<file path="src/rtl/scba_pkg.sv">
// Shared types and constants of the size-class block allocator.
package scba_pkg;

    localparam int ADDR_W   = 32;
    localparam int SIZE_W   = 8;
    localparam int STATUS_W = 3;
    localparam int CLASS_W  = 2;
    localparam int INDEX_W  = 4;

    localparam int NUM_CLASSES = 3;

    typedef logic [CLASS_W-1:0]  class_t;
    typedef logic [STATUS_W-1:0] status_t;

    localparam class_t CLASS_8  = 2'd0;
    localparam class_t CLASS_16 = 2'd1;
    localparam class_t CLASS_32 = 2'd2;

    localparam status_t ST_ALLOCATED     = 3'd0;
    localparam status_t ST_FREED         = 3'd1;
    localparam status_t ST_TOO_LARGE     = 3'd2;
    localparam status_t ST_EMPTY         = 3'd3;
    localparam status_t ST_NOT_IN_POOL   = 3'd4;
    localparam status_t ST_NOT_ALLOCATED = 3'd5;

    localparam logic KIND_ALLOC = 1'b0;
    localparam logic KIND_FREE  = 1'b1;

    // Largest request size of each class, in bytes.
    localparam logic [SIZE_W-1:0] SIZE_8  = 8'd8;
    localparam logic [SIZE_W-1:0] SIZE_16 = 8'd16;
    localparam logic [SIZE_W-1:0] SIZE_32 = 8'd32;

    // Decoded request, held in the input register.
    typedef struct packed {
        logic   kind;
        logic   too_large;
        logic   out_of_pool;
        class_t cls;
    } req_info_t;

    // State update issued when an item leaves the execute stage.
    typedef struct packed {
        logic   pop;
        logic   unmark;
        logic   push;
        class_t cls;
    } stack_op_t;

endpackage

</file>
<file path="src/rtl/size_class_block_allocator.sv">
// Top level of the size-class block allocator: input stage, execute logic, result register.
//
// Allocates and frees fixed blocks of 8, 16 and 32 bytes from a pool that starts at
// pool_base and holds BLOCKS_PER_CLASS blocks of each class, smallest class first.
// Every request word produces exactly one result word. The block takes one word per cycle
// unless a full result register is unread: the request is decoded into the input register,
// and the execute logic writes the result register when the word advances. The throughput
// is set by the free-stack memory, which has one read port; the read of the next
// stack top is issued when a word is accepted, with the count already adjusted for
// the word in execution and a bypass from the push being written in the same cycle.
// No clearing pass is needed after reset: a low-water mark per class tells which
// stack entries still hold their reset contents. pool_base may only be written while
// no request word is in flight; the configuration channel is always ready.
module size_class_block_allocator #(
    parameter int BLOCKS_PER_CLASS = 16
) (
    input  logic                          clk,
    input  logic                          rst_n,
    input  logic                          cfg_valid,
    output logic                          cfg_ready,
    input  logic [scba_pkg::ADDR_W-1:0]   cfg_data,
    input  logic                          in_valid,
    output logic                          in_ready,
    input  logic                          kind,
    input  logic [scba_pkg::SIZE_W-1:0]   request_size,
    input  logic [scba_pkg::ADDR_W-1:0]   block_address,
    output logic                          out_valid,
    input  logic                          out_ready,
    output logic [scba_pkg::STATUS_W-1:0] status,
    output logic [scba_pkg::ADDR_W-1:0]   result_address,
    output logic [scba_pkg::CLASS_W-1:0]  size_class,
    output logic [scba_pkg::INDEX_W-1:0]  block_index
);
    import scba_pkg::*;

    localparam int IDX_W = (BLOCKS_PER_CLASS > 1) ? $clog2(BLOCKS_PER_CLASS) : 1;
    localparam int CNT_W = $clog2(BLOCKS_PER_CLASS + 1);
    localparam logic [ADDR_W-1:0] OFF_16 = ADDR_W'(8 * BLOCKS_PER_CLASS);
    localparam logic [ADDR_W-1:0] OFF_32 = ADDR_W'(24 * BLOCKS_PER_CLASS);

    logic [ADDR_W-1:0] pool_base_reg;

    // Decode of the incoming word.
    req_info_t         dec_info;
    logic [IDX_W-1:0]  dec_idx;

    // Input register.
    logic              stage_valid_reg;
    logic              stage_valid_next;
    req_info_t         stage_info_reg;
    logic [IDX_W-1:0]  stage_idx_reg;

    // Result register.
    logic              out_valid_reg;
    logic              out_valid_next;
    status_t           status_reg;
    logic [ADDR_W-1:0] addr_reg;
    class_t            class_reg;
    logic [INDEX_W-1:0] index_reg;

    logic              accept;
    logic              advance;

    // Free-stack interface.
    stack_op_t         stack_op;
    logic [IDX_W-1:0]  op_idx;
    logic [IDX_W-1:0]  top_idx;
    logic [NUM_CLASSES-1:0][CNT_W-1:0] cls_count;
    logic [NUM_CLASSES-1:0][BLOCKS_PER_CLASS-1:0] cls_in_use;

    // Execute results.
    status_t           exec_status;
    class_t            exec_cls;
    logic [IDX_W-1:0]  exec_idx;
    logic [ADDR_W-1:0] exec_addr;
    logic [ADDR_W-1:0] blk_ext;
    logic [CNT_W-1:0]  sel_count;
    logic              sel_in_use;
    logic              exec_ok;

    assign cfg_ready = 1'b1;

    always_ff @(posedge clk or negedge rst_n)
    begin
        if (!rst_n)
        begin
            pool_base_reg <= '0;
        end
        else if (cfg_valid)
        begin
            pool_base_reg <= cfg_data;
        end
    end

    scba_decode #(
        .BLOCKS_PER_CLASS (BLOCKS_PER_CLASS)
    ) u_decode (
        .kind          (kind),
        .request_size  (request_size),
        .block_address (block_address),
        .pool_base     (pool_base_reg),
        .info          (dec_info),
        .free_idx      (dec_idx)
    );

    // The input register empties when its word moves into the result register, which
    // happens whenever the result register is empty or is being read this cycle.
    assign advance  = stage_valid_reg && (!out_valid_reg || out_ready);
    assign in_ready = !stage_valid_reg || advance;
    assign accept   = in_valid && in_ready;

    always_comb
    begin
        stage_valid_next = stage_valid_reg;
        if (accept)
        begin
            stage_valid_next = 1'b1;
        end
        else if (advance)
        begin
            stage_valid_next = 1'b0;
        end

        out_valid_next = out_valid_reg;
        if (advance)
        begin
            out_valid_next = 1'b1;
        end
        else if (out_ready)
        begin
            out_valid_next = 1'b0;
        end
    end

    always_ff @(posedge clk or negedge rst_n)
    begin
        if (!rst_n)
        begin
            stage_valid_reg <= 1'b0;
            out_valid_reg   <= 1'b0;
        end
        else
        begin
            stage_valid_reg <= stage_valid_next;
            out_valid_reg   <= out_valid_next;
        end
    end

    always_ff @(posedge clk)
    begin
        if (accept)
        begin
            stage_info_reg <= dec_info;
            stage_idx_reg  <= dec_idx;
        end
        if (advance)
        begin
            status_reg <= exec_status;
            addr_reg   <= exec_addr;
            class_reg  <= exec_cls;
            index_reg  <= blk_ext[INDEX_W-1:0];
        end
    end

    // Execute: decide the outcome from the free count, the in-use bit and the stack
    // top that was read when the word was accepted. State changes only on advance.
    always_comb
    begin
        sel_count   = cls_count[stage_info_reg.cls];
        sel_in_use  = cls_in_use[stage_info_reg.cls][stage_idx_reg];
        exec_status = ST_ALLOCATED;
        exec_cls    = stage_info_reg.cls;
        exec_idx    = '0;
        exec_ok     = 1'b0;
        stack_op    = '0;
        stack_op.cls = stage_info_reg.cls;
        op_idx      = stage_idx_reg;

        if (stage_info_reg.kind == KIND_ALLOC)
        begin
            op_idx = top_idx;
            priority if (stage_info_reg.too_large)
            begin
                exec_status = ST_TOO_LARGE;
                exec_cls    = CLASS_8;
            end
            else if (sel_count == '0)
            begin
                exec_status = ST_EMPTY;
            end
            else
            begin
                exec_status  = ST_ALLOCATED;
                exec_idx     = top_idx;
                exec_ok      = 1'b1;
                stack_op.pop = advance;
            end
        end
        else
        begin
            priority if (stage_info_reg.out_of_pool)
            begin
                exec_status = ST_NOT_IN_POOL;
                exec_cls    = CLASS_8;
            end
            else if (!sel_in_use)
            begin
                exec_status = ST_NOT_ALLOCATED;
                exec_idx    = stage_idx_reg;
            end
            else
            begin
                exec_status      = ST_FREED;
                exec_idx         = stage_idx_reg;
                exec_ok          = 1'b1;
                stack_op.unmark  = advance;
                stack_op.push    = advance && (sel_count < CNT_W'(BLOCKS_PER_CLASS));
            end
        end

        blk_ext = ADDR_W'(exec_idx);
        unique case (exec_cls)
            CLASS_16: exec_addr = pool_base_reg + OFF_16 + (blk_ext << 4);
            CLASS_32: exec_addr = pool_base_reg + OFF_32 + (blk_ext << 5);
            default:  exec_addr = pool_base_reg + (blk_ext << 3);
        endcase
        if (!exec_ok)
        begin
            exec_addr = '0;
        end
    end

    scba_free_stack #(
        .BLOCKS_PER_CLASS (BLOCKS_PER_CLASS)
    ) u_free_stack (
        .clk     (clk),
        .rst_n   (rst_n),
        .op      (stack_op),
        .op_idx  (op_idx),
        .rd_en   (accept),
        .rd_cls  (dec_info.cls),
        .top_idx (top_idx),
        .count   (cls_count),
        .in_use  (cls_in_use)
    );

    assign out_valid      = out_valid_reg;
    assign status         = status_reg;
    assign result_address = addr_reg;
    assign size_class     = class_reg;
    assign block_index    = index_reg;

    // Every block of a class is either on its free stack or marked in use.
    assert property (@(posedge clk) disable iff (!rst_n)
        ($countones(cls_in_use[0]) + int'(cls_count[0]) == BLOCKS_PER_CLASS) &&
        ($countones(cls_in_use[1]) + int'(cls_count[1]) == BLOCKS_PER_CLASS) &&
        ($countones(cls_in_use[2]) + int'(cls_count[2]) == BLOCKS_PER_CLASS))
        else $error("free count and in-use bits disagree");

    // A block popped from a free stack must not already be handed out.
    assert property (@(posedge clk) disable iff (!rst_n)
        stack_op.pop |-> !cls_in_use[stack_op.cls][top_idx])
        else $error("allocated a block that is already in use");

    // The input side stalls only behind a full, unread result register.
    assert property (@(posedge clk) disable iff (!rst_n)
        !in_ready |-> (stage_valid_reg && out_valid_reg && !out_ready))
        else $error("input stalled without back-pressure");

    // A new result word appears only after a word left the input register.
    assert property (@(posedge clk) disable iff (!rst_n)
        $rose(out_valid) |-> $past(advance))
        else $error("result word without a source word");

endmodule

</file>
<file path="src/rtl/scba_decode.sv">
// Request decoder: size to class, free address to class and block index.
module scba_decode #(
    parameter int BLOCKS_PER_CLASS = 16
) (
    input  logic                      kind,
    input  logic [scba_pkg::SIZE_W-1:0] request_size,
    input  logic [scba_pkg::ADDR_W-1:0] block_address,
    input  logic [scba_pkg::ADDR_W-1:0] pool_base,
    output scba_pkg::req_info_t       info,
    output logic [((BLOCKS_PER_CLASS > 1) ? $clog2(BLOCKS_PER_CLASS) : 1)-1:0] free_idx
);
    import scba_pkg::*;

    localparam int IDX_W = (BLOCKS_PER_CLASS > 1) ? $clog2(BLOCKS_PER_CLASS) : 1;
    localparam logic [ADDR_W-1:0] OFF_16     = ADDR_W'(8 * BLOCKS_PER_CLASS);
    localparam logic [ADDR_W-1:0] OFF_32     = ADDR_W'(24 * BLOCKS_PER_CLASS);
    localparam logic [ADDR_W-1:0] POOL_BYTES = ADDR_W'(56 * BLOCKS_PER_CLASS);

    logic [ADDR_W-1:0] offset;
    logic [ADDR_W-1:0] rel;
    logic [ADDR_W-1:0] rel_idx;
    class_t            alloc_cls;
    class_t            free_cls;

    assign offset = block_address - pool_base;

    always_comb
    begin
        priority if (request_size > SIZE_16)
        begin
            alloc_cls = CLASS_32;
        end
        else if (request_size > SIZE_8)
        begin
            alloc_cls = CLASS_16;
        end
        else
        begin
            alloc_cls = CLASS_8;
        end

        priority if (offset >= OFF_32)
        begin
            free_cls = CLASS_32;
            rel      = offset - OFF_32;
            rel_idx  = rel >> 5;
        end
        else if (offset >= OFF_16)
        begin
            free_cls = CLASS_16;
            rel      = offset - OFF_16;
            rel_idx  = rel >> 4;
        end
        else
        begin
            free_cls = CLASS_8;
            rel      = offset;
            rel_idx  = rel >> 3;
        end

        info.kind        = kind;
        info.too_large   = (request_size > SIZE_32);
        info.out_of_pool = (offset >= POOL_BYTES);
        info.cls         = (kind == KIND_FREE) ? free_cls : alloc_cls;
        free_idx         = rel_idx[IDX_W-1:0];
    end

endmodule

</file>
<file path="src/rtl/scba_free_stack.sv">
// Per-class free stacks in one memory, free counts and block-in-use bits.
module scba_free_stack #(
    parameter int BLOCKS_PER_CLASS = 16
) (
    input  logic                clk,
    input  logic                rst_n,
    input  scba_pkg::stack_op_t op,
    input  logic [((BLOCKS_PER_CLASS > 1) ? $clog2(BLOCKS_PER_CLASS) : 1)-1:0] op_idx,
    input  logic                rd_en,
    input  scba_pkg::class_t    rd_cls,
    output logic [((BLOCKS_PER_CLASS > 1) ? $clog2(BLOCKS_PER_CLASS) : 1)-1:0] top_idx,
    output logic [scba_pkg::NUM_CLASSES-1:0][$clog2(BLOCKS_PER_CLASS+1)-1:0] count,
    output logic [scba_pkg::NUM_CLASSES-1:0][BLOCKS_PER_CLASS-1:0] in_use
);
    import scba_pkg::*;

    localparam int IDX_W     = (BLOCKS_PER_CLASS > 1) ? $clog2(BLOCKS_PER_CLASS) : 1;
    localparam int CNT_W     = $clog2(BLOCKS_PER_CLASS + 1);
    localparam int MEM_DEPTH = NUM_CLASSES * BLOCKS_PER_CLASS;
    localparam int MEM_AW    = $clog2(MEM_DEPTH);

    logic [IDX_W-1:0] mem [0:MEM_DEPTH-1];

    logic [NUM_CLASSES-1:0][CNT_W-1:0] count_reg;
    logic [NUM_CLASSES-1:0][CNT_W-1:0] count_next;
    // Lowest fill level seen since reset; entries below it still hold reset contents.
    logic [NUM_CLASSES-1:0][CNT_W-1:0] low_mark_reg;
    logic [NUM_CLASSES-1:0][CNT_W-1:0] low_mark_next;
    logic [NUM_CLASSES-1:0][BLOCKS_PER_CLASS-1:0] in_use_reg;
    logic [NUM_CLASSES-1:0][BLOCKS_PER_CLASS-1:0] in_use_next;

    logic [IDX_W-1:0]  rd_data_reg;
    logic              rd_fresh_reg;
    logic [IDX_W-1:0]  rd_fresh_val_reg;

    logic [CNT_W-1:0]  rd_pos;
    logic [MEM_AW-1:0] rd_base;
    logic [MEM_AW-1:0] rd_addr;
    logic [MEM_AW-1:0] wr_base;
    logic [MEM_AW-1:0] wr_addr;

    always_comb
    begin
        count_next    = count_reg;
        low_mark_next = low_mark_reg;
        in_use_next   = in_use_reg;
        for (int c = 0; c < NUM_CLASSES; c++)
        begin
            if (op.pop && (op.cls == class_t'(c)))
            begin
                count_next[c]             = count_reg[c] - 1'b1;
                in_use_next[c][op_idx]    = 1'b1;
            end
            if (op.unmark && (op.cls == class_t'(c)))
            begin
                in_use_next[c][op_idx]    = 1'b0;
            end
            if (op.push && (op.cls == class_t'(c)))
            begin
                count_next[c]             = count_reg[c] + 1'b1;
            end
            if (count_next[c] < low_mark_reg[c])
            begin
                low_mark_next[c] = count_next[c];
            end
        end
    end

    always_comb
    begin
        unique case (rd_cls)
            CLASS_16: rd_base = MEM_AW'(BLOCKS_PER_CLASS);
            CLASS_32: rd_base = MEM_AW'(2 * BLOCKS_PER_CLASS);
            default:  rd_base = '0;
        endcase
        unique case (op.cls)
            CLASS_16: wr_base = MEM_AW'(BLOCKS_PER_CLASS);
            CLASS_32: wr_base = MEM_AW'(2 * BLOCKS_PER_CLASS);
            default:  wr_base = '0;
        endcase
        rd_pos  = count_next[rd_cls] - 1'b1;
        rd_addr = rd_base + MEM_AW'(rd_pos);
        wr_addr = wr_base + MEM_AW'(count_reg[op.cls]);
    end

    always_ff @(posedge clk)
    begin
        if (op.push)
        begin
            mem[wr_addr] <= op_idx;
        end
        if (rd_en)
        begin
            if (op.push && (wr_addr == rd_addr))
            begin
                rd_data_reg <= op_idx;
            end
            else
            begin
                rd_data_reg <= mem[rd_addr];
            end
            rd_fresh_reg     <= (rd_pos < low_mark_next[rd_cls]);
            rd_fresh_val_reg <= IDX_W'(BLOCKS_PER_CLASS - 1) - rd_pos[IDX_W-1:0];
        end
    end

    always_ff @(posedge clk or negedge rst_n)
    begin
        if (!rst_n)
        begin
            for (int c = 0; c < NUM_CLASSES; c++)
            begin
                count_reg[c]    <= CNT_W'(BLOCKS_PER_CLASS);
                low_mark_reg[c] <= CNT_W'(BLOCKS_PER_CLASS);
            end
            in_use_reg <= '0;
        end
        else
        begin
            count_reg    <= count_next;
            low_mark_reg <= low_mark_next;
            in_use_reg   <= in_use_next;
        end
    end

    assign top_idx = rd_fresh_reg ? rd_fresh_val_reg : rd_data_reg;
    assign count   = count_reg;
    assign in_use  = in_use_reg;

endmodule
</file>
<file path="config.mk">
export PLATFORM = sky130hd
export DESIGN_NAME = size_class_block_allocator
export DESIGN_NICKNAME = d
export VERILOG_FILES = /design/src/rtl/scba_pkg.sv /design/src/rtl/size_class_block_allocator.sv /design/src/rtl/scba_decode.sv /design/src/rtl/scba_free_stack.sv
export SDC_FILE = /design/constraint.sdc
export NUM_CORES = 1
export LEC_CHECK = 0
export BUFFER_PORTS_ARGS = -buffer_cell sky130_fd_sc_hd__buf_2
export CAP_MARGIN = 20
export CORE_ASPECT_RATIO = 1.1
export CORE_UTILIZATION = 30
export DETAILED_ROUTE_END_ITERATION = 8
export GPL_TIMING_DRIVEN = 0
export PLACE_DENSITY_LB_ADDON = 0.08
export SLEW_MARGIN = 20
export SYNTH_ARGS = -nofsm -noshare
export SYNTH_HDL_FRONTEND = slang
export SYNTH_SLANG_ARGS = --single-unit
</file>
<file path="constraint.sdc">
create_clock -name clk -period 15.05 [get_ports clk]
set_input_delay 2.2575 -clock clk [delete_from_list [all_inputs] [get_ports clk]]
set_output_delay 2.2575 -clock clk [all_outputs]
set_load 0.03 [all_outputs]
</file>
Word-level counts from Yosys, hierarchy flattened
Memories as Yosys holds them, arrays and structs flattened. A register that Yosys moved wholly into a read port is not among the register bits.
Cells that the tools add are included.
{"block": "op_classes", "n_addsub": 18, "shifts": 0, "mux": 68, "n_mul": 0, "div": 0, "bitwise": 7, "n_reduce_logical": 21, "n_lt_le_gt_ge": 16, "eq_ne": 6}
{"operator": "16-bit two-way mux", "count": 7}
{"operator": "32-bit case mux with 2 select lines", "count": 1}
{"operator": "5-bit two-way mux", "count": 12}
{"operator": "16-bit AND", "count": 3}
{"operator": "16-bit bitwise OR", "count": 3}
{"operator": "32-bit by 7-bit adder with 32-bit output", "count": 1}
{"operator": "32-bit by 8-bit adder with 32-bit output", "count": 1}
{"operator": "32-bit by 8-bit adder with 32-bit output, second input constant", "count": 1}
{"operator": "32-bit by 9-bit adder with 32-bit output", "count": 1}
{"operator": "32-bit by 9-bit adder with 32-bit output, second input constant", "count": 1}
{"operator": "16-bit binary-select mux with 2-bit select", "count": 1}
{"operator": "32-bit by 10-bit >= comparator with 1-bit output, second input constant", "count": 1}
{"operator": "32-bit by 8-bit >= comparator with 1-bit output, second input constant", "count": 1}
{"operator": "32-bit by 9-bit >= comparator with 1-bit output, second input constant", "count": 1}
{"operator": "4-bit two-way mux", "count": 8}
{"operator": "32-bit subtractor", "count": 1}
{"operator": "5-bit binary-select mux with 2-bit select", "count": 3}
{"operator": "6-bit case mux with 2 select lines", "count": 2}
{"operator": "5-bit < comparator", "count": 4}
{"operator": "2-bit two-way mux", "count": 10}
{"operator": "5-bit by 1-bit subtractor with 5-bit output, second input constant", "count": 4}
{"operator": "1-bit two-way mux", "count": 18}
{"operator": "16-bit NOT", "count": 1}
{"operator": "5-bit by 1-bit adder with 5-bit output, second input constant", "count": 3}
{"operator": "22 further kinds", "count": 47}
{"block": "word_totals", "input_bits": 78, "rom_bits": 0, "mem_bits_rw": 192, "mem_count": 1, "register_bits": 167, "latchBits": 0}
{"name": "u_free_stack.mem", "depth": 48, "width": 4, "read_ports": 1, "rd_ports_with_merged_regs": 1, "wr": 1, "line_no": "scba_free_stack.sv:22", "source": "logic [IDX_W-1:0] mem [0:MEM_DEPTH-1];"}

Longest topological paths before layout
{"block": "depth", "depth_word": 14, "ltp_mapped": 29}

Modules after synthesis
From an unflattened synthesis, not the netlist that was laid out.
{"block": "hier_totals", "cells_unflattened": 1875, "hier_area_um2": 21170.3}
{"module": "scba_free_stack", "area_per_inst_um2": 12370.6, "n_inst": 1, "cells_each": 847}
{"module": "size_class_block_allocator", "area_per_inst_um2": 6175.9, "n_inst": 1, "cells_each": 640}
{"module": "scba_decode", "area_per_inst_um2": 2623.8, "n_inst": 1, "cells_each": 388}

Least setup slack after synthesis
No wires, ideal clock.
{"block": "synth_timing", "path_type": "input port to flip-flop", "startpoint": "input block_address[2] (netlist bit)", "endpoint": "register u_free_stack.rd_data_reg[0], read port of u_free_stack.mem (data pin)", "setup_slack_ns": 6.875, "path_stages": 26, "required_time_ns": 14.793, "n_path_buf": 2, "t_arrival_ns": 7.919, "setup_ns": 0.257, "path_cell_list": "ha_1 > nor2b_1 > o31a_1 > o21ai_1 > nand2_1 > o21a_1 > or4_4 > a2111oi_4 > nand4_2 > nor3_2 > mux2_4 > inv_2 > buf_4 > buf_4 > ha_1 > inv_1 > nor2_1 > nand2_1 > xor2_1 > ha_1 > xnor2_1 > xor2_1 > nand4_1 > a21oi_1 > a41oi_1 > a32o_1"}
{"block": "synth_between", "elab_chain_len": 9, "word_cells_on_any_way": 13, "cone_classes": "add/sub: 3; order compare: 2; eq/ne: 2; mux: 6"}
{"element": "start, declared", "line_no": "size_class_block_allocator.sv:26", "source": "input logic [scba_pkg::ADDR_W-1:0] block_address,"}
{"element": "32-bit subtractor *", "line_no": "scba_decode.sv:25", "source": "assign offset = block_address - pool_base;"}
{"element": "32-bit by 8-bit >= comparator with 1-bit output", "line_no": "scba_decode.sv:48", "source": "else if (offset >= OFF_16)"}
{"element": "1-bit two-way mux", "line_no": "scba_decode.sv:48"}
{"element": "2-bit two-way mux *", "line_no": "scba_decode.sv:42", "source": "priority if (offset >= OFF_32)"}
{"element": "2-bit two-way mux *", "line_no": "scba_decode.sv:64", "source": "info.cls = (kind == KIND_FREE) ? free_cls : alloc_cls;"}
{"element": "5-bit binary-select mux with 2-bit select", "line_no": "scba_free_stack.sv:81", "source": "rd_pos = count_next[rd_cls] - 1'b1;"}
{"element": "5-bit two-way mux (not written as such)", "line_no": "scba_free_stack.sv:81"}
{"element": "5-bit by 1-bit subtractor with 5-bit output", "line_no": "scba_free_stack.sv:81"}
{"element": "6-bit by 5-bit adder with 6-bit output *", "line_no": "scba_free_stack.sv:82", "source": "rd_addr = rd_base + MEM_AW'(rd_pos);"}
{"element": "end, declared", "line_no": "scba_free_stack.sv:32", "source": "logic [IDX_W-1:0] rd_data_reg;"}
Mark *: on every way between the ends. The rest lies on a longest branch, timed or not. The select of a mux whose other input is x is not followed.
A chain may end at the register's enable or synchronous reset.

Final worst setup path
{"block": "layout_timing", "startpoint": "input block_address[0] (netlist bit)", "endpoint": "register u_free_stack.rd_data_reg[3], read port of u_free_stack.mem (data pin)"}
Same word-level chain as after synthesis.

==> flow_metrics.env <==
export IMPL_grt_start_max_net_pins=91
export IMPL_wl_um=66400
export IMPL_grt_pass1_vias=15400
export IMPL_layout_common_cells="251 x edfxtp_1, 172 x a21oi_1, 161 x nor2_1"
export IMPL_relSlewSlack_pct=35.7
export IMPL_ios=122
export IMPL_gr_total_overflow=0
export IMPL_cts_hold_fix_buffers=0
export IMPL_die_h_um=275
export IMPL_slowest_stage="xnor2_1"
export IMPL_cp_num_buf_inv=6
export IMPL_r2r_start="pool_base_reg[10]"
export IMPL_hp_class="flop to flop"
export IMPL_place_congestion=0.857
export IMPL_final_hold_viol_count=0
export IMPL_drtIter0Drc=1072
export IMPL_start_util_pct=30.5
export IMPL_firstDrtPassIters=5
export IMPL_yosys_most_used_dff="edfxtp_1"
export IMPL_syn_inst=1812
export IMPL_power_leakage_nw=8.95
export IMPL_stdcell_count=2875
export IMPL_postCtsSetupRepairBufs=0
export IMPL_nFillCells=6671
export IMPL_cp_end_kind="flop"
export IMPL_finalSetupViolations=0
export IMPL_dieArea_um2=68900
export IMPL_start_kind="input port"
export IMPL_cts_tree="yes"
export IMPL_die_w_um=250
export IMPL_clk_latency_ns=0.59
export IMPL_synth_edff_count=251
export IMPL_io_buffers=119
export IMPL_synth_seq_cells=363
export IMPL_hold_slack_ns=0.486
export IMPL_largest_reg_flops=192
export IMPL_outcome="finished clean"
export IMPL_critPathArrivalTime_ns=9.79
export IMPL_track_usage_pct=19.2
export IMPL_fin_worst_skew_ns=0.0337
export IMPL_num_rows=99
export IMPL_max_vdd_ir_drop_v=0.0000899
export IMPL_worst_pin_slew_ns=0.957
export IMPL_post_place_ws_ns=5.04
export IMPL_required_ns=15.39
export IMPL_worstRegToRegCells=29
export IMPL_wl_per_cell_um=23.1
export IMPL_drv_slew=0
export IMPL_vias=15300
export IMPL_syn_nets=1974
export IMPL_power_w=0.00362
export IMPL_nNetsFinal=2143
export IMPL_cpMostUsedCell="ha_1"
export IMPL_min_from="stage_valid_reg"
export IMPL_worstReg2RegEnd="u_free_stack.rd_data_reg[3]"
export IMPL_fin_ws_ns=5.61
export IMPL_synthArstFlopShare_pct=30.9
export IMPL_drc=0
export IMPL_cts_reportedPaths_clkPinSlew_ns=0.06
export IMPL_slowest_delay_ns=0.71
export IMPL_avgSynthCellArea_um2=11.2
export IMPL_coreArea_um2=66800
export IMPL_ys_warn_count=0
export IMPL_setup_tns_ns=0
export IMPL_rsz0062_at_grt="false"
export IMPL_min_to="out_valid"
export IMPL_hold_depth=1
export IMPL_clock_sinks=363
export IMPL_antenna_found_initial=2
export IMPL_dp_hpwl_um=50000
export IMPL_ff2ff_setup_slack_ns=6.38
export IMPL_yosysUniqueCellTypes=92
export IMPL_clockBufferDepth=3
export IMPL_fmaxAchievable_mhz=106
export IMPL_crit_fanout=10
export IMPL_final_common_cell="edfxtp_1"
export IMPL_dp_cells=2793
export IMPL_worstSetupPathType="input port to flop"
export IMPL_cap_violations=0
export IMPL_grt_pass1_wl_um=99300
export IMPL_power_density_nw_per_um2=153
export IMPL_drive_gt1_share_pct=17.1
export IMPL_min_period_ns=9.44
export IMPL_period_share_pct=62.8
export IMPL_ys_seq_area_share_pct=50.8
export IMPL_h_tree_depth=2
export IMPL_path_delay_family="compound AO/OA/AOI/OAI gates"
export IMPL_netlist_area_um2=20400
export IMPL_ant_nets=0
export IMPL_synthToLayoutAreaGrowth_pct=16.0
export IMPL_clock_root_buffer="clkbuf_16"
export IMPL_cts_inserted_buffers=44
export IMPL_avgViaCountPerCell=5.31
export IMPL_post_cts_resized=0
==> Yosys cell counts (6+ instances only) <==
cell type    n  area [um2]
a31oi_1     18         113
dfrtp_1    106        2650
a21o_1      25         188
a21oi_1    172         861
mux2i_1     46         460
nand2_1    131         492
a311oi_1     6        52.6
o22ai_1     14        87.6
o21ai_0     90         450
nand4_1     20         125
edfxtp_1   251        7540
a211oi_1    28         210
buf_2       10        50.1
or2_2        9        56.3
buf_4        8        60.1
mux2_2      30         338
ha_1        80        1000
a221oi_1    16         140
xor2_1      24         210
dfstp_2      6         158
o31ai_1      8        60.1
nor3_1      42         210
mux4_2      54        1220
a41oi_1      8        70.1
nor2b_1     12        75.1
a2bb2oi_1   16         140
o211ai_1    10        75.1
nor2_1     161         604
nor4_1      10        62.6
xnor2_1     50         438
nand2b_1    19         119
a22oi_1      7        52.6
nand3_1     40         200
clkbuf_1    56         210
or3_1       10        62.6
o21a_1      15         113
inv_1       90         338
==> kinds of logic (layout without fill, tap and decap cells) <==
kind of cell / Yosys count / in the layout / share of synthesized area, %
and+or+nand+nor: 491 / 491 / 11.4
muxes: 134 / 134 / 10.2
buffers and inverters: 180 / 384 / 3.80
AOI/OAI and AO/OA: 482 / 482 / 15.0
adders and majority gates: 84 / 84 / 5.31
xor gates and xnor gates: 77 / 77 / 3.45
other: 1 / 2 / 0.0184
DFF: 363 / 363 / 50.8
==> area by class of cell <==
| type | count | area, um2 | share of cell area [%] |
|---|---|---|---|
| clock inverter | 25 | 284 | 1.20 |
| clock buffer | 56 | 1210 | 5.11 |
| tap | 858 | 1070 | 4.54 |
| antenna | 1 | 2.50 | 0.0106 |
| inverter | 97 | 370 | 1.57 |
| multi-input combinational | 1269 | 9270 | 39.2 |
| timing repair buffer | 123 | 678 | 2.87 |
| buffer | 83 | 403 | 1.70 |
| sequential | 363 | 10300 | 43.8 |
==> where the power goes <==
group | internal, W | total [W] | switching, W
Clock | 0.000656 | 0.00109 | 0.000433
Combinational | 0.000489 | 0.00128 | 0.000787
Sequential | 0.00121 | 0.00125 | 0.0000419
==> worst max path at each step <==
stage	start	to	slack, ns	depth (start not counted)
after floorplan	block_address[2]	u_free_stack.rd_data_reg[0]	6.87	26
after global placement	out_ready	u_free_stack.rd_data_reg[0]	4.82	25
after detailed placement	block_address[24]	u_free_stack.rd_data_reg[3]	5.04	28
after CTS	block_address[24]	u_free_stack.rd_data_reg[3]	5.64	28
after global routing	block_address[24]	u_free_stack.rd_data_reg[0]	5.16	28
final	block_address[0]	u_free_stack.rd_data_reg[3]	5.61	29
==> through the flow <==
step                      cell area, um2  utilization [%]
after detailed placement           22100             33.1
after floorplan                    20400                -
final                              23600             35.4
after global placement             22000             33.0
after global routing               23600             35.4
after CTS                          23600             35.4
==> layer usage <==
layer	part of all wire [%]	vias up	GRT usage [%]
met5	0.020	-	0
met4	3.1	2	6.67
met1	40	7560	22.2
li1	-	7172	-
met2	53	425	36.2
met3	4.1	111	2.49
Note: power is estimated with default switching activity, not from simulation.
